**src/sv/pkc_pkg.sv**
```systemverilog
// shared constants, request codes and controller/datapath interface structs
// for the pangram key cipher; no dependencies
package pkc_pkg;

  localparam int KEY_MAX = 64;
  localparam int ADDR_W  = $clog2(KEY_MAX);
  localparam int LEN_W   = 7;

  localparam logic [LEN_W-1:0] LEN_RESET  = LEN_W'(KEY_MAX);
  localparam logic [7:0]       CHAR_UNDER = 8'h5F;

  localparam logic [1:0] REQ_LOAD = 2'd0;
  localparam logic [1:0] REQ_ENC  = 2'd1;
  localparam logic [1:0] REQ_DEC  = 2'd2;

  typedef struct packed {
    logic take;       // item transfer this cycle
    logic load_wr;    // write key byte
    logic enc_start;  // set up circular scan
    logic dec_start;  // decode in range, key read issued
    logic dec_under;  // decode out of range, emit underscore
    logic scan_en;    // advance scan pipeline
    logic emit_enc;   // register encode result
    logic emit_dec;   // register decode result from key read
  } pkc_cmd_t;

  typedef struct packed {
    logic letter;     // data byte is an ascii letter
    logic dec_ok;     // code number within key length
    logic hit;        // scan compare matched
    logic miss;       // last key byte compared without match
  } pkc_status_t;

endpackage

```
**src/sv/pangram_key_cipher.sv**
```systemverilog
// top level of the pangram key cipher: controller plus datapath
// depends on pkc_pkg, pkc_ctrl and pkc_dp
//
// usage: an item transfers at a rising edge where start is high and busy is
// low. in_req_type selects load key byte, encode byte or decode number;
// in_new_message clears the key position before the item is handled.
// load items write key slot in_key_index and give no result; busy stays low,
// so a load can follow every cycle. encode of a non-letter gives no result.
// encode of a letter scans the key circularly from the position, one key
// byte compared per cycle through the single key memory read port; busy
// stays high until the result is in. decode reads one key byte at the
// transfer edge and registers it as the result from the decode wait state;
// an out-of-range number registers the underscore at the transfer edge
// itself, so busy never rises for it.
// each result is on the out_ ports for exactly one cycle with out_valid high;
// the receiver cannot stall, and the next item may transfer in that cycle.
// cfg_we/cfg_wdata write key_length while idle, no read-back.
// reset (rst_n low, synchronous) clears the position and sets key_length to
// 64; the key table holds no defined contents until slots are loaded.
module pangram_key_cipher (
  input  logic                        clk,
  input  logic                        rst_n,
  input  logic                        start,
  output logic                        busy,
  input  logic [1:0]                  in_req_type,
  input  logic                        in_new_message,
  input  logic [pkc_pkg::ADDR_W-1:0]  in_key_index,
  input  logic [7:0]                  in_data_byte,
  input  logic [6:0]                  in_code_number,
  output logic                        out_valid,
  output logic [6:0]                  out_encoded_value,
  output logic [7:0]                  out_key_char,
  output logic [pkc_pkg::ADDR_W-1:0]  out_new_position,
  output logic                        out_was_decode,
  input  logic                        cfg_we,
  input  logic [pkc_pkg::LEN_W-1:0]   cfg_wdata
);
  import pkc_pkg::*;

  pkc_cmd_t    cmd;
  pkc_status_t sts;

  pkc_ctrl u_ctrl (
    .clk      (clk),
    .rst_n    (rst_n),
    .start    (start),
    .req_type (in_req_type),
    .sts      (sts),
    .busy     (busy),
    .cmd      (cmd)
  );

  pkc_dp u_dp (
    .clk               (clk),
    .rst_n             (rst_n),
    .cmd               (cmd),
    .sts               (sts),
    .cfg_we            (cfg_we),
    .cfg_wdata         (cfg_wdata),
    .in_new_message    (in_new_message),
    .in_key_index      (in_key_index),
    .in_data_byte      (in_data_byte),
    .in_code_number    (in_code_number),
    .out_valid         (out_valid),
    .out_encoded_value (out_encoded_value),
    .out_key_char      (out_key_char),
    .out_new_position  (out_new_position),
    .out_was_decode    (out_was_decode)
  );

endmodule

```
**src/sv/pkc_ctrl.sv**
```systemverilog
// controller state machine for the pangram key cipher
// depends on pkc_pkg for request codes and command/status structs
module pkc_ctrl (
  input  logic                clk,
  input  logic                rst_n,
  input  logic                start,
  input  logic [1:0]          req_type,
  input  pkc_pkg::pkc_status_t sts,
  output logic                busy,
  output pkc_pkg::pkc_cmd_t   cmd
);
  import pkc_pkg::*;

  localparam logic [1:0] ST_IDLE = 2'd0;
  localparam logic [1:0] ST_SCAN = 2'd1;
  localparam logic [1:0] ST_DEC  = 2'd2;

  logic [1:0] state_r, state_nxt;

  assign busy = (state_r != ST_IDLE);

  always_comb begin
    cmd       = '0;
    state_nxt = state_r;
    unique case (state_r)
      ST_IDLE: begin
        if (start) begin
          cmd.take = 1'b1;
          unique case (req_type)
            REQ_LOAD: cmd.load_wr = 1'b1;
            REQ_ENC: begin
              if (sts.letter) begin
                cmd.enc_start = 1'b1;
                state_nxt     = ST_SCAN;
              end
            end
            REQ_DEC: begin
              if (sts.dec_ok) begin
                cmd.dec_start = 1'b1;
                state_nxt     = ST_DEC;
              end else begin
                cmd.dec_under = 1'b1;
              end
            end
            default: ;
          endcase
        end
      end
      ST_SCAN: begin
        if (sts.hit || sts.miss) begin
          cmd.emit_enc = 1'b1;
          state_nxt    = ST_IDLE;
        end else begin
          cmd.scan_en = 1'b1;
        end
      end
      ST_DEC: begin
        cmd.emit_dec = 1'b1;
        state_nxt    = ST_IDLE;
      end
      default: state_nxt = ST_IDLE;
    endcase
  end

  always_ff @(posedge clk) begin
    if (!rst_n) begin
      state_r <= ST_IDLE;
    end else begin
      state_r <= state_nxt;
    end
  end

  a_dec_one_cycle: assert property (@(posedge clk) disable iff (!rst_n)
    (state_r == ST_DEC) |=> (state_r == ST_IDLE))
    else $error("decode wait lasted more than one cycle");

  a_one_emit: assert property (@(posedge clk) disable iff (!rst_n)
    $onehot0({cmd.emit_enc, cmd.emit_dec, cmd.dec_under}))
    else $error("two results registered at once");

  a_no_take_busy: assert property (@(posedge clk) disable iff (!rst_n)
    busy |-> !(cmd.take || cmd.load_wr || cmd.enc_start || cmd.dec_start))
    else $error("item transfer while busy");

  a_scan_exclusive: assert property (@(posedge clk) disable iff (!rst_n)
    !(cmd.scan_en && cmd.emit_enc))
    else $error("scan advanced while result registered");

endmodule

```
**src/sv/pkc_dp.sv**
```systemverilog
// datapath for the pangram key cipher: key memory, position, length register,
// pipelined circular scan and result registers; depends on pkc_pkg
module pkc_dp (
  input  logic                        clk,
  input  logic                        rst_n,
  input  pkc_pkg::pkc_cmd_t           cmd,
  output pkc_pkg::pkc_status_t        sts,
  input  logic                        cfg_we,
  input  logic [pkc_pkg::LEN_W-1:0]   cfg_wdata,
  input  logic                        in_new_message,
  input  logic [pkc_pkg::ADDR_W-1:0]  in_key_index,
  input  logic [7:0]                  in_data_byte,
  input  logic [6:0]                  in_code_number,
  output logic                        out_valid,
  output logic [6:0]                  out_encoded_value,
  output logic [7:0]                  out_key_char,
  output logic [pkc_pkg::ADDR_W-1:0]  out_new_position,
  output logic                        out_was_decode
);
  import pkc_pkg::*;

  logic [7:0]        key_mem [KEY_MAX];
  logic [7:0]        rdata_r;
  logic [ADDR_W-1:0] raddr;

  logic [LEN_W-1:0]  key_length_r;
  logic [LEN_W-1:0]  len;
  logic [ADDR_W-1:0] pos_r;
  logic [ADDR_W-1:0] pos0;
  logic [7:0]        byte_r;
  logic [7:0]        lower_byte;
  logic              is_upper, is_lower;

  logic [LEN_W:0]    dec_sum;
  logic [ADDR_W-1:0] dec_idx;

  logic [ADDR_W-1:0] iss_idx_r;
  logic [LEN_W-1:0]  iss_cnt_r;
  logic              iss_live;
  logic [ADDR_W-1:0] iss_idx_inc;
  logic              chk_v_r;
  logic [ADDR_W-1:0] chk_idx_r;
  logic [ADDR_W-1:0] chk_d_r;

  logic              out_valid_r;
  logic [6:0]        enc_val_r;
  logic [7:0]        dec_char_r;
  logic [ADDR_W-1:0] new_pos_r;
  logic              was_dec_r;

  // zero acts as one, anything above the table size as the table size
  always_comb begin
    if (key_length_r == '0) begin
      len = LEN_W'(1);
    end else if (key_length_r > LEN_W'(KEY_MAX)) begin
      len = LEN_W'(KEY_MAX);
    end else begin
      len = key_length_r;
    end
  end

  // stale position after a length change restarts at zero
  assign pos0 = (in_new_message || ({1'b0, pos_r} >= len)) ? '0 : pos_r;

  assign is_upper   = (in_data_byte >= 8'h41) && (in_data_byte <= 8'h5A);
  assign is_lower   = (in_data_byte >= 8'h61) && (in_data_byte <= 8'h7A);
  assign lower_byte = is_upper ? (in_data_byte | 8'h20) : in_data_byte;

  // pos0 < len and number <= len, so one subtract wraps
  always_comb begin
    dec_sum = {2'b00, pos0} + {1'b0, in_code_number};
    if (dec_sum >= {1'b0, len}) begin
      dec_sum = dec_sum - {1'b0, len};
    end
    dec_idx = dec_sum[ADDR_W-1:0];
  end

  assign iss_live    = (iss_cnt_r < len);
  assign iss_idx_inc = (({1'b0, iss_idx_r} + LEN_W'(1)) == len) ? '0 :
                       (iss_idx_r + ADDR_W'(1));

  assign raddr = cmd.dec_start ? dec_idx : iss_idx_r;

  assign sts.letter = is_upper || is_lower;
  assign sts.dec_ok = ({1'b0, in_code_number} <= {1'b0, len});
  assign sts.hit    = chk_v_r && (rdata_r == byte_r);
  assign sts.miss   = chk_v_r && (rdata_r != byte_r) &&
                      ({1'b0, chk_d_r} == (len - LEN_W'(1)));

  always_ff @(posedge clk) begin
    if (cmd.load_wr) begin
      key_mem[in_key_index] <= in_data_byte;
    end
    rdata_r <= key_mem[raddr];
  end

  always_ff @(posedge clk) begin
    if (!rst_n) begin
      key_length_r <= LEN_RESET;
      pos_r        <= '0;
      chk_v_r      <= 1'b0;
      out_valid_r  <= 1'b0;
    end else begin
      if (cfg_we) begin
        key_length_r <= cfg_wdata;
      end
      chk_v_r     <= cmd.scan_en && iss_live;
      out_valid_r <= cmd.emit_enc || cmd.emit_dec || cmd.dec_under;
      if (cmd.take) begin
        if (cmd.dec_start) begin
          pos_r <= dec_idx;
        end else if (cmd.dec_under) begin
          pos_r <= '0;
        end else begin
          pos_r <= pos0;
        end
      end else if (cmd.emit_enc) begin
        pos_r <= sts.hit ? chk_idx_r : '0;
      end
    end
  end

  // scan pipeline: issue read, then compare against registered key data
  always_ff @(posedge clk) begin
    if (cmd.enc_start) begin
      byte_r    <= lower_byte;
      iss_idx_r <= pos0;
      iss_cnt_r <= '0;
    end else if (cmd.scan_en && iss_live) begin
      iss_idx_r <= iss_idx_inc;
      iss_cnt_r <= iss_cnt_r + LEN_W'(1);
    end
    if (cmd.scan_en) begin
      chk_idx_r <= iss_idx_r;
      chk_d_r   <= iss_cnt_r[ADDR_W-1:0];
    end
  end

  always_ff @(posedge clk) begin
    if (cmd.emit_enc) begin
      enc_val_r  <= sts.hit ? {1'b0, chk_d_r} : (len + LEN_W'(1));
      dec_char_r <= '0;
      new_pos_r  <= sts.hit ? chk_idx_r : '0;
      was_dec_r  <= 1'b0;
    end else if (cmd.emit_dec) begin
      enc_val_r  <= '0;
      dec_char_r <= rdata_r;
      new_pos_r  <= pos_r;
      was_dec_r  <= 1'b1;
    end else if (cmd.dec_under) begin
      enc_val_r  <= '0;
      dec_char_r <= CHAR_UNDER;
      new_pos_r  <= '0;
      was_dec_r  <= 1'b1;
    end
  end

  assign out_valid         = out_valid_r;
  assign out_encoded_value = enc_val_r;
  assign out_key_char      = dec_char_r;
  assign out_new_position  = new_pos_r;
  assign out_was_decode    = was_dec_r;

endmodule

```
**config.mk**
```make
export PLATFORM = sky130hd
export DESIGN_NAME = pangram_key_cipher
export DESIGN_NICKNAME = d
export VERILOG_FILES = /design/src/sv/pkc_pkg.sv /design/src/sv/pangram_key_cipher.sv /design/src/sv/pkc_ctrl.sv /design/src/sv/pkc_dp.sv
export SDC_FILE = /design/constraint.sdc
export NUM_CORES = 1
export LEC_CHECK = 0
export BUFFER_PORTS_ARGS = -buffer_cell sky130_fd_sc_hd__buf_4
export CELL_PAD_IN_SITES_DETAIL_PLACEMENT = 1
export CELL_PAD_IN_SITES_GLOBAL_PLACEMENT = 1
export CORE_MARGIN = 4
export CORE_UTILIZATION = 35
export CTS_CLUSTER_DIAMETER = 120
export CTS_CLUSTER_SIZE = 14
export DETAILED_ROUTE_END_ITERATION = 8
export MAX_ROUTING_LAYER = met4
export PLACE_DENSITY = 0.66
export SYNTH_ARGS = -nofsm -noshare
export SYNTH_HDL_FRONTEND = slang
export SYNTH_SLANG_ARGS = --single-unit
```
**constraint.sdc**
```tcl
create_clock -name clk -period 13.9 [get_ports clk]
set_input_delay 0.695 -clock clk [delete_from_list [all_inputs] [get_ports clk]]
set_output_delay 0.695 -clock clk [all_outputs]
set_load 0.02 [all_outputs]
```
Word-level counts from Yosys, hierarchy flattened
Memory sizes are Yosys's and may differ from the RTL's. A register that Yosys moved wholly into a read port is not among the register bits.
Index checks and enable logic that the tools add are counted.
- register bits after elaboration: 72
- memory bits (writable): 512
- input bits: 35
- output and inout port bits: 24
- logic and storage cells: 109
- memories kept: 1
- add/subtract/negate cells: 7
- magnitude comparators: 9
- equality and inequality tests: 13
- muxes and demuxes: 44
- reductions and logical operators: 20
- memories (memory ; words ; bits a word ; rd ports ; clocked after memory_dff ; wr ports ; RTL line ; RTL):
    u_dp.key_mem ; 64 ; 8 ; 1 ; 1 ; 1 ; pkc_dp.sv:22 ; logic [7:0] key_mem [KEY_MAX];
- operators with widths (operator ; count):
    $mux W6 ; 14
    $mux W7 ; 6
    $ge A8 B7 Y1 const B ; 2
    $le A8 B7 Y1 const B ; 2
    $mux W8 ; 2
    $add A7 B1 Y7 const B ; 2
    $mux W1 ; 12
    $mux W2 ; 6
    $mux W5 ; 2
    $ne A3 B3 Y1 const B ; 3
    $add A6 B7 Y8 ; 1
    $eq A8 B8 Y1 ; 1
    $ge A8 B7 Y1 ; 1
    $ne A8 B8 Y1 ; 1
    $pmux W2 S2 ; 2
    $reduce_bool A2 Y1 ; 4
    $add A6 B1 Y7 const B ; 1
    $eq A6 B7 Y1 ; 1
    $eq A7 B7 Y1 ; 1
    $ge A6 B7 Y1 ; 1
    $gt A7 B7 Y1 const B ; 1
    $le A7 B7 Y1 ; 1
    $logic_not A7 Y1 ; 1
    $lt A7 B7 Y1 ; 1
    other kinds (12) ; 24

Longest topological paths before layout
Gate-level depths: netlist of the first run.
- depth after elaboration: 12
- gate-level depth with buffers: 34

By module
Synthesis of the first run repeated with hierarchy kept, for this count alone.
- cell total of the unflattened synthesis: 1956
- area, all modules: 25340.6 sq um
- modules (own cells, without submodules) (module ; instances ; cells an instance ; area each (sq um) ; seq. area each (sq um)):
    pkc_dp ; 1 ; 1938 ; 25189.2 ; 17326.6
    pkc_ctrl ; 1 ; 18 ; 151.4 ; 40.0

Worst setup path after synthesis of the first run
No wires, ideal clock.
- path type: register to register
- start point: reg u_dp.key_length_r[2]
- end point: reg u_dp.rdata_r[1], read port of u_dp.key_mem
- data arrival time: 6.729 ns
- setup slack: 7.051 ns
- stages on the path, launching flop included: 31
- buffers on the path: 3
- period minus slack after synthesis: 6.849 ns
- cell sequence: dfxtp_1 buf_6 or4_4 o21ba_1 nor2_1 ha_1 nand2b_1 a21o_1 a21o_1 a21o_1 a21o_1 a21o_1 a21oi_1 clkbuf_1 and2_1 ha_1 a21o_1 o21ai_1 nand2_1 xor2_1 ha_1 a21oi_1 nand2_1 o211ai_2 a21boi_0 o31ai_4 buf_6 mux4_2 o22ai_1 nor4b_1 a211o_1
- cells in the longest elaborated chain, start to end: 10
- ends and longest elaborated chain (item ; RTL line ; RTL):
    from (decl) ; pkc_dp.sv:26 ; logic [LEN_W-1:0] key_length_r;
    from (signal assigned) ; pkc_dp.sv:105 ; key_length_r <= cfg_wdata;
    $gt A7 B7 Y1 ; pkc_dp.sv:55 ; end else if (key_length_r > LEN_W'(KEY_MAX)) begin
    $mux W7 ; pkc_dp.sv:55 ;
    $mux W7 * ; pkc_dp.sv:53 ; if (key_length_r == '0) begin
    $ge A6 B7 Y1 ; pkc_dp.sv:63 ; assign pos0 = (in_new_message || ({1'b0, pos_r} >= len)) ? '0 : pos_r;
    $logic_or A1 B1 Y1 ; pkc_dp.sv:63 ;
    $mux W6 ; pkc_dp.sv:63 ;
    $add A6 B7 Y8 ; pkc_dp.sv:71 ; dec_sum = {2'b00, pos0} + {1'b0, in_code_number};
    $ge A8 B7 Y1 / $sub A6 B6 Y6 (equally long branches) ; pkc_dp.sv:72, pkc_dp.sv:73 ;
    $mux W6 ; pkc_dp.sv:72 ; if (dec_sum >= {1'b0, len}) begin
    $mux W6 * ; pkc_dp.sv:82 ; assign raddr = cmd.dec_start ? dec_idx : iss_idx_r;
    to (decl) ; pkc_dp.sv:23 ; logic [7:0] rdata_r;
Mark *: on every way between the ends. The rest lies on a longest branch, timed or not.
A chain may end at the register's enable or synchronous reset.

Worst setup path in the final report of the first run
Same ends and word-level chain as after synthesis.

==> run metrics, run 1 <==
status=finished, final reports clean; Die H=~280 µm; NetSw=just over 1 mW; largest net degree at the start of global routing=162; FF-to-FF End=u_dp.rdata_r[1]$_DFF_P_; placed cell areas=~0.027 mm²; Final min period=9190 ps; width of the die=roughly 280 µm; Sw Share=a little over a quarter; Core Footprint=0.0720 mm²; post-DP HPWL=46100 µm; Unique masters post-synth=81; CTS tree=yes; CP top delay family=compound AO/OA/AOI/OAI gates; Setup crit start kind=flop; Worst Hold Slack=327 ps; Final Cell Area=0.0282 mm²; setup tns final=0 ps; synth warn=0; initial antenna violation count=0; fin crit share=between 60% and 70%; combinational power share=13.5%; commonest non-fill, non-tap cell in the layout=edfxtp_1; CP Max Fanout=around 160; Syn-to-layout area delta=10.3%; Crit path largest cell delay=approximately 660 ps; top cell type's share of synthesized area=between 60% and 70%; vias per cell=5.55; Via Count=16300; Max IR drop VDD=113 µV; fmax=0.109 GHz; drt pass-1 iters=5; Worst-Margin Slew=1100 ps; nets@finish=2029; Synth area leader=edfxtp_1; sequential fraction of the synthesis area=between 60% and 70%; worst hold start=cfg_wdata[1]; Total Wirelength=73300 µm; die area=0.0774 mm²; Post-synth ARST share=0%; CTS root buf=clkbuf_16; H-tree Lvls=2; Setup Fix Bufs, Post-CTS=0; CTS Hold Buffers Added=0; R2R depth=31; Slew HR=around a quarter; cell area power density=137 mW/mm²; FF-to-FF Start=u_dp.key_length_r[2]$_SDFFE_PN0P_; Core Util, Final=just under 40%; total grt overflow=0; Longest Clk Path Bufs=3; dpl cells=2853; WL/cell=24.9 µm; Post-Syn Nets=2005; Row Count=98; post-synthesis instance total=1929; Final setup viols=0; Final Hold Fails=0; RSZ-0062 raised after global routing=no; Crit. End Element=flop; Post-synth EDFFs=551; Detail Route Antenna Nets=0; Clock Power Share=33.7%; post-cts sizing count=0; R2R setup slack=roughly 4700 ps; Placer Congestion=0.877; Max Cap Violations=0; WHS Path Cells=3; kind of critical path=reg -> reg; clk_lat worst skew=630 ps; WP buf/inv=3; syn_area_per_cell=between 10 and 15 µm²; Slew Limit Fails=0; Starting Density=35.5%; DRC Markers=0; drt first-iter violations=1399; ratio of cells with drive above 1 in the final layout=9.23%; commonest non-fill, non-tap cells in the layout=edfxtp_1 (551), nand2_1 (328), nand3_1 (148), nor2_1 (128), buf_4 (75); Req. time, crit path=14450 ps; part of the power in registers=52.8%; most used cell, CP=a21o_1; Worst path slowest cell=a21oi_1; # IOs=59; clk sinks=~590; top_reg_cell synth=edfxtp_1; internal power=2.82 mW; Lkg Pwr=roughly 9.4 nW; Crit path depth=31; first-pass GRT wire length=approximately 110000 µm; CP arrival=a little under 10000 ps; Synth Register Bits=slightly below 600; IO Port Bufs=58; top cells by area, synth=edfxtp_1 (65%), nand2_1 (4.8%), dfxtp_1 (3.2%); worst hold path type=in -> reg; Post-Layout Cell Count=2944; Hold Path End=u_dp.key_length_r[1]$_SDFFE_PN0P_; vias in the first global route=16600; Post-Synthesis Cell Area=0.0256 mm²; clock skew=63.1 ps; clock transition at the registers of the reported paths=70 ps; number of CTS-inserted buffers=48; gr usage total=19.0%
-- power groups by stage --
stage	Clock, mW	Combinational [mW]	Sequential [mW]
after floorplan	0	0.329	2.06
after global placement	0	0.509	2.07
after detailed placement	0	0.519	2.07
after CTS	1.33	0.522	2.03
after global routing	1.40	0.562	2.04
final	1.30	0.519	2.03
-- area by class of cell --
class | count | area, µm²
fillers | 7474 | 43800
flip-flops and latches | 592 | 17400
multi-input cells | 1200 | 7490
clock buffers | 86 | 1340
well taps | 950 | 1190
repair buffers | 77 | 603
inverters | 34 | 128
clock inverters | 4 | 66.3
diodes | 1 | 2.50
-- cells in the mapped netlist (all sizes together), types with 7 or more instances --
| cell type | number |
|---|---|
| edfxtp | 551 |
| nand2 | 329 |
| nand3 | 148 |
| nor2 | 132 |
| buf | 72 |
| a21oi | 66 |
| mux2i | 61 |
| dfxtp | 41 |
| ha | 39 |
| o21ai | 35 |
| inv | 34 |
| and2 | 32 |
| clkbuf | 31 |
| nand4 | 27 |
| o211ai | 25 |
| a221oi | 24 |
| xnor2 | 24 |
| a31oi | 20 |
| a211o | 16 |
| mux4 | 15 |
| a32oi | 14 |
| xor2 | 13 |
| a22oi | 12 |
| a21o | 11 |
| nor2b | 10 |
| o31a | 10 |
| a211oi | 9 |
| o311ai | 9 |
| a22o | 8 |
| and3 | 7 |
| mux2 | 7 |
| nor3 | 7 |
| nor4b | 7 |
| o22ai | 7 |
-- kinds of logic after synthesis --
family | Yosys count | share of synthesized area, %
and+or+nand+nor | 731 | 13.0
DFF | 592 | 67.9
AOI/OAI and AO/OA | 308 | 8.90
buffers and inverters | 137 | 2.81
muxes | 83 | 4.05
adders and majority gates | 41 | 2.07
xor gates and xnor gates | 37 | 1.27
-- worst reg2reg max path, delay by kind of cell (launching register included) --
family,cells,cell delay (ps)
DFF,1,390
xor gates and xnor gates,1,170
and+or+nand+nor,8,2030
AOI/OAI and AO/OA,16,4240
adders and majority gates,3,840
buffers and inverters,3,1470
-- registers in the layout, indices dropped and copies added, names as in the netlist --
| signal | flops |
|---|---|
| u_dp.chk_d_r | 6 |
| u_dp.key_length_r | 7 |
| u_dp.iss_idx_r | 6 |
| u_dp.out_key_char | 8 |
| u_dp.out_new_position | 6 |
| u_dp.pos_r | 6 |
| u_dp.out_was_decode | 1 |
| u_dp.out_valid | 1 |
| u_dp.chk_v_r | 1 |
| u_dp.out_encoded_value | 7 |
| u_dp.key_mem | 512 |
| u_dp.rdata_r | 8 |
| u_dp.iss_cnt_r | 7 |
| u_ctrl.state_r | 2 |
| u_dp.chk_idx_r | 6 |
| u_dp.byte_r | 8 |
-- how the worst max path moves through the flow --
stage,from,to,slack [ps]
global route,u_dp.key_length_r[2]$_SDFFE_PN0P_,u_dp.rdata_r[1]$_DFF_P_,4160
floorplan,u_dp.key_length_r[2]$_SDFFE_PN0P_,u_dp.rdata_r[1]$_DFF_P_,7050
detailed placement,u_dp.key_length_r[2]$_SDFFE_PN0P_,u_dp.rdata_r[1]$_DFF_P_,4910
CTS,u_dp.key_length_r[2]$_SDFFE_PN0P_,u_dp.rdata_r[1]$_DFF_P_,4820
global placement,u_dp.key_length_r[2]$_SDFFE_PN0P_,u_dp.rdata_r[0]$_DFF_P_,4970
finish,u_dp.key_length_r[2]$_SDFFE_PN0P_,u_dp.rdata_r[1]$_DFF_P_,4710
-- stage by stage --
step	setup slack, ps	total power [mW]
floorplan	7050	2.39
global placement	4970	2.58
detailed placement	4910	2.59
CTS	4820	3.88
global route	4160	3.99
finish	4710	3.85
-- routing by layer --
layer	wire length (µm)	global-route usage [%]
met3	4430	2.39
met1	32100	25.8
met5	0	-
met2	35200	30.8
met4	1580	4.34
Power figures use the tool's default switching activity.
==> run 2, diff against run 1 <==
- clock period: 13.9 -> 9.6 ns (I/O delays scaled with it)
==> run 2 against run 1 <==
Effect of this change: first-iteration DRC count up 19%; via count increased by 0.64%; sequential share of layout area shrank 0.22 points; core utilization up 0.14 points.
==> run metrics, run 2 (same netlist as run 1, synthesis figures left out) <==
Starting Density=35.5% (unchanged); status=finished, final reports clean; Row Count=98 (unchanged); ratio of cells with drive above 1 in the final layout=9.60% (+0.37 points); placed cell areas=0.0269 mm² (+0.41%); WL/cell=25.6 µm (+2.9%); Setup crit start kind=flop; CTS tree=yes; Sw Share=27.1% (+0.30 points); Final Hold Fails=0 (unchanged); Hold Path End=u_dp.key_length_r[6]$_SDFFE_PN1P_; Slew Limit Fails=0 (unchanged); RSZ-0062 raised after global routing=no; first-pass GRT wire length=113000 µm (+3.3%); Crit path largest cell delay=980 ps (+320 ps); post-DP HPWL=48400 µm (+4.9%); Longest Clk Path Bufs=3 (unchanged); dpl cells=2861 (+0.28%); number of CTS-inserted buffers=48 (unchanged); WP buf/inv=1 (-2); H-tree Lvls=2 (unchanged); Setup Fix Bufs, Post-CTS=0 (unchanged); power after layout=5.60 mW (+46%); # IOs=59 (unchanged); CP Max Fanout=34 (-79%); Die H=278 µm (unchanged); drt first-iter violations=1662 (+19%); Req. time, crit path=10150 ps (-4300 ps); Via Count=16500 (+0.64%); Detail Route Antenna Nets=0 (unchanged); fin crit share=89.2% (+23 points); R2R setup slack=1040 ps (-3670 ps); Max Cap Violations=0 (unchanged); clk_lat worst skew=620 ps (about the same); Top reg by flops=u_dp.key_mem; CTS root buf=clkbuf_16; CP top delay family=compound AO/OA/AOI/OAI gates; worst hold path type=in -> reg; CP arrival=9110 ps (-640 ps); clock transition at the registers of the reported paths=70 ps (about the same); width of the die=278 µm (unchanged); Lkg Pwr=9.45 nW (+0.55%); most used cell, CP=a21o_1; kind of critical path=reg -> reg; internal power=4.08 mW (+45%); Worst path slowest cell=o31a_2; nets@finish=2037 (+0.39%); Core Footprint=0.0720 mm² (unchanged); Slew HR=26.1% (-0.39 points); combinational power share=13.8% (+0.3 points); drt pass-1 iters=5 (unchanged); DRC Markers=0 (unchanged); vias in the first global route=17000 (+1.9%); initial antenna violation count=0 (unchanged); FF-to-FF End=u_dp.rdata_r[2]$_DFF_P_; FF-to-FF Start=u_dp.key_length_r[2]$_SDFFE_PN0P_; IO Port Bufs=58 (unchanged); cell area power density=198 mW/mm² (+45%); part of the power in registers=52.7% (about the same); fmax=0.117 GHz (+7.4%); commonest non-fill, non-tap cell in the layout=edfxtp_1; Clock Power Share=33.5% (-0.2 points); Placer Congestion=0.917 (+4.6%); clock skew=54.4 ps (-8.68 ps); WHS Path Cells=3 (unchanged); gr usage total=19.7% (+0.69 points); commonest non-fill, non-tap cells in the layout=edfxtp_1 (551), nand2_1 (328), nand3_1 (148), nor2_1 (128), buf_4 (79); worst hold start=cfg_wdata[6]; vias per cell=5.57 (+0.40%); Max IR drop VDD=172 µV (+51%); Final setup viols=0 (unchanged); Syn-to-layout area delta=10.7%; largest net degree at the start of global routing=147 (-9.3%); R2R depth=29 (-6.5%); Final min period=8560 ps (-634 ps); total grt overflow=0 (unchanged); Total Wirelength=75600 µm (+3.1%); setup tns final=0 ps (unchanged); CTS Hold Buffers Added=0 (unchanged); NetSw=1.52 mW (+47%); Worst-Margin Slew=1110 ps (+9.90 ps); Final Cell Area=0.0283 mm² (+0.35%); post-cts sizing count=0 (unchanged); Crit path depth=29 (-6.5%); Post-Layout Cell Count=2951 (+0.24%); Largest register FFs=512 (unchanged); clk sinks=592 (unchanged); Crit. End Element=flop; die area=0.0774 mm² (unchanged)
## run 2: cell count changes in the layout (fill, tap and decap cells not counted), sizes merged
| cell | delta |
|---|---|
| clkbuf | -2 |
| clkinv | +1 |
| inv | -1 |
| buf | +8 |
| diode | +1 |
## run 2: stage by stage
stage,util [%],worst slack (ps),hold slack (ps)
after floorplan,-,2750,471
after global placement,37.4,1110,459
after detailed placement,37.4,1130,468
after CTS,39.3,1070,64.3
after global routing,39.3,595,95.6
final,39.3,1040,101
## run 2: per-layer routing
metal / share of wire, % / vias up / track usage [%]
met5: 0 / - / -
met4: 2.8 / 0 / 5.56
met3: 5.6 / 111 / 2.37
met2: 47 / 486 / 31.1
met1: 45 / 8533 / 27.0
li1: - / 7321 / -
## run 2: power groups by stage
stage | logic, mW | registers (mW) | clock network [mW]
CTS | 0.776 | 2.95 | 1.92
global placement | 0.757 | 3.01 | 0
global route | 0.834 | 2.96 | 2.03
floorplan | 0.476 | 2.98 | 0
detailed placement | 0.772 | 3.01 | 0
finish | 0.771 | 2.95 | 1.88
## run 2: how the worst max path moves through the flow
stage	start	end	slack, ps
after floorplan	u_dp.key_length_r[2]$_SDFFE_PN0P_	u_dp.rdata_r[1]$_DFF_P_	2750
after CTS	u_dp.key_length_r[2]$_SDFFE_PN0P_	u_dp.rdata_r[2]$_DFF_P_	1070
after global routing	u_dp.key_length_r[2]$_SDFFE_PN0P_	u_dp.rdata_r[2]$_DFF_P_	600
after global placement	u_dp.key_length_r[2]$_SDFFE_PN0P_	u_dp.rdata_r[2]$_DFF_P_	1110
final	u_dp.key_length_r[2]$_SDFFE_PN0P_	u_dp.rdata_r[2]$_DFF_P_	1040
after detailed placement	u_dp.key_length_r[2]$_SDFFE_PN0P_	u_dp.rdata_r[2]$_DFF_P_	1130
## run 2: cell type report
| type | instances | area (µm²) |
|---|---|---|
| fill | 7462 | 43700 |
| multi-input combinational | 1200 | 7490 |
| clock buffer | 84 | 1340 |
| sequential | 592 | 17400 |
| timing repair buffer | 85 | 713 |
| tap | 950 | 1190 |
| clock inverter | 4 | 60.1 |
| inverter | 34 | 128 |
| antenna | 2 | 5.00 |
## run 2: worst min-delay path: stages
cell and delay (ps):
buf_4 80, nand2_1 50, o211ai_1 70
==> run 3, diff against run 2 <==
- CAP_MARGIN: not set -> 20
- CORE_ASPECT_RATIO: not set -> 2
==> run 3 against run 2 <==
Effect of this change: final cell count fell by 0.64%; critical path type unchanged; critical endpoint is now u_dp.rdata_r[1]$_DFF_P_; core utilization barely moved; sequential power barely moved.
==> run metrics, run 3 (same netlist as run 1, synthesis figures left out) <==
status=finished, final reports clean; gr usage total=21.1% (+1.4 points); # IOs=59 (unchanged); clock skew=18.6 ps (-35.8 ps); Max IR drop VDD=126 µV (-27%); CTS root buf=clkbuf_16; ratio of cells with drive above 1 in the final layout=10.3% (+0.67 points); post-DP HPWL=56500 µm (+17%); fin crit share=94.2% (+5.0 points); nets@finish=2052 (+0.74%); die area=0.0777 mm² (+0.34%); vias in the first global route=17800 (+4.9%); first-pass GRT wire length=118000 µm (+4.1%); CP arrival=9570 ps (+460 ps); Max Cap Violations=0 (unchanged); number of CTS-inserted buffers=48 (unchanged); Setup Fix Bufs, Post-CTS=0 (unchanged); worst hold path type=in -> reg; Slew HR=25.8% (-0.23 points); Longest Clk Path Bufs=3 (unchanged); Crit path largest cell delay=860 ps (-120 ps); Starting Density=35.4% (-0.098 points); commonest non-fill, non-tap cells in the layout=edfxtp_1 (551), nand2_1 (328), nand3_1 (148), nor2_1 (128), buf_4 (95); setup tns final=0 ps (unchanged); power after layout=5.62 mW (+0.24%); kind of critical path=reg -> reg; cell area power density=198 mW/mm² (about the same); post-cts sizing count=0 (unchanged); clk sinks=592 (unchanged); CP Launch Point=u_dp.key_length_r[2]$_SDFFE_PN0P_; Lkg Pwr=9.53 nW (+0.76%); clk_lat worst skew=600 ps (-20 ps); RSZ-0062 raised after global routing=no; Req. time, crit path=10140 ps (about the same); FF-to-FF Start=u_dp.key_length_r[2]$_SDFFE_PN0P_; WL/cell=27.5 µm (+7.2%); Slew Limit Fails=0 (unchanged); IO Port Bufs=58 (unchanged); Setup crit start kind=flop; clock transition at the registers of the reported paths=70 ps (about the same); Worst-Margin Slew=1110 ps (-0.609 ps); Crit. End Element=flop; Placer Congestion=0.938 (+2.2%); Final min period=9040 ps (+479 ps); worst hold start=cfg_wdata[6]; Row Count=139 (+42%); CP Max Fanout=18 (-47%); Worst path slowest cell=nor4b_1; Syn-to-layout area delta=10.9%; Detail Route Antenna Nets=0 (unchanged); fmax=0.111 GHz (-5.3%); drt pass-1 iters=5 (unchanged); Largest register FFs=512 (unchanged); vias per cell=5.60 (+0.48%); filler instances=7453 (-0.12%); CTS Hold Buffers Added=0 (unchanged); H-tree Lvls=2 (unchanged); commonest non-fill, non-tap cell in the layout=edfxtp_1; width of the die=199 µm (-28%); Die H=390 µm (+40%); drt first-iter violations=1029 (-38%); Final Hold Fails=0 (unchanged); CTS tree=yes; most used cell, CP=a21o_1; largest net degree at the start of global routing=93 (-37%); Final setup viols=0 (unchanged); Core Footprint=0.0722 mm² (+0.28%); total grt overflow=0 (unchanged); Top reg by flops=u_dp.key_mem; DRC Markers=0 (unchanged); Total Wirelength=80500 µm (+6.5%); Worst Hold Slack=118 ps (+16.3 ps); Via Count=16400 (-0.16%); initial antenna violation count=1 (+1)
## run 3: final timing paths
path	to	slack (ps)	cells after the start
setup reg to reg	u_dp.rdata_r[1]$_DFF_P_	560	30
hold reg to reg	u_dp.out_was_decode$_SDFFE_PP0P_	480	1
setup / recovery	u_dp.rdata_r[1]$_DFF_P_	560	30
hold / removal	u_dp.key_length_r[6]$_SDFFE_PN1P_	120	3
## run 3: final cells by class
cell class	count	area, µm²	area share, %
clock inverter	3	28.8	0.102
inverter	34	128	0.450
clock buffer	86	1370	4.81
multi-input combinational	1200	7490	26.4
timing repair buffer	100	821	2.90
antenna	1	2.50	0.00883
tap	916	1150	4.04
sequential	592	17400	61.3
## run 3: layer usage
metal / GRT usage [%] / vias to the layer above / share of wire [%]
met5: - / - / 0
met4: 12.1 / 0 / 6.9
met3: 1.87 / 174 / 3.1
met2: 40.7 / 424 / 57
met1: 19.9 / 8483 / 33
li1: - / 7343 / -
## run 3: power breakdown
group / leakage, nW / switching, mW / internal, mW
Combinational: 3.57 / 0.531 / 0.266
Sequential: 5.30 / 0.0729 / 2.87
Clock: 0.663 / 0.910 / 0.963
Total: 9.53 / 1.51 / 4.10
## run 3: stage by stage
stage / instance area [µm²] / instances / utilization [%] / worst slack, ps
floorplan: 25600 / 1929 / - / 2750
global placement: 26900 / 2841 / 37.3 / 876
finish: 28400 / 2932 / 39.3 / 561
CTS: 28300 / 2930 / 39.2 / 651
global route: 28400 / 2932 / 39.3 / 211
detailed placement: 26900 / 2841 / 37.3 / 666
## run 3: worst max-delay path: cells and delay by family, from the launching register on
family | cells | cell delay [ps]
AO/OA/AOI/OAI | 16 | 4270
AND/OR/NAND/NOR | 8 | 2580
adder cells (fa/ha/maj) | 3 | 870
buffers and inverters | 2 | 680
flip-flops | 1 | 380
XOR/XNOR | 1 | 170
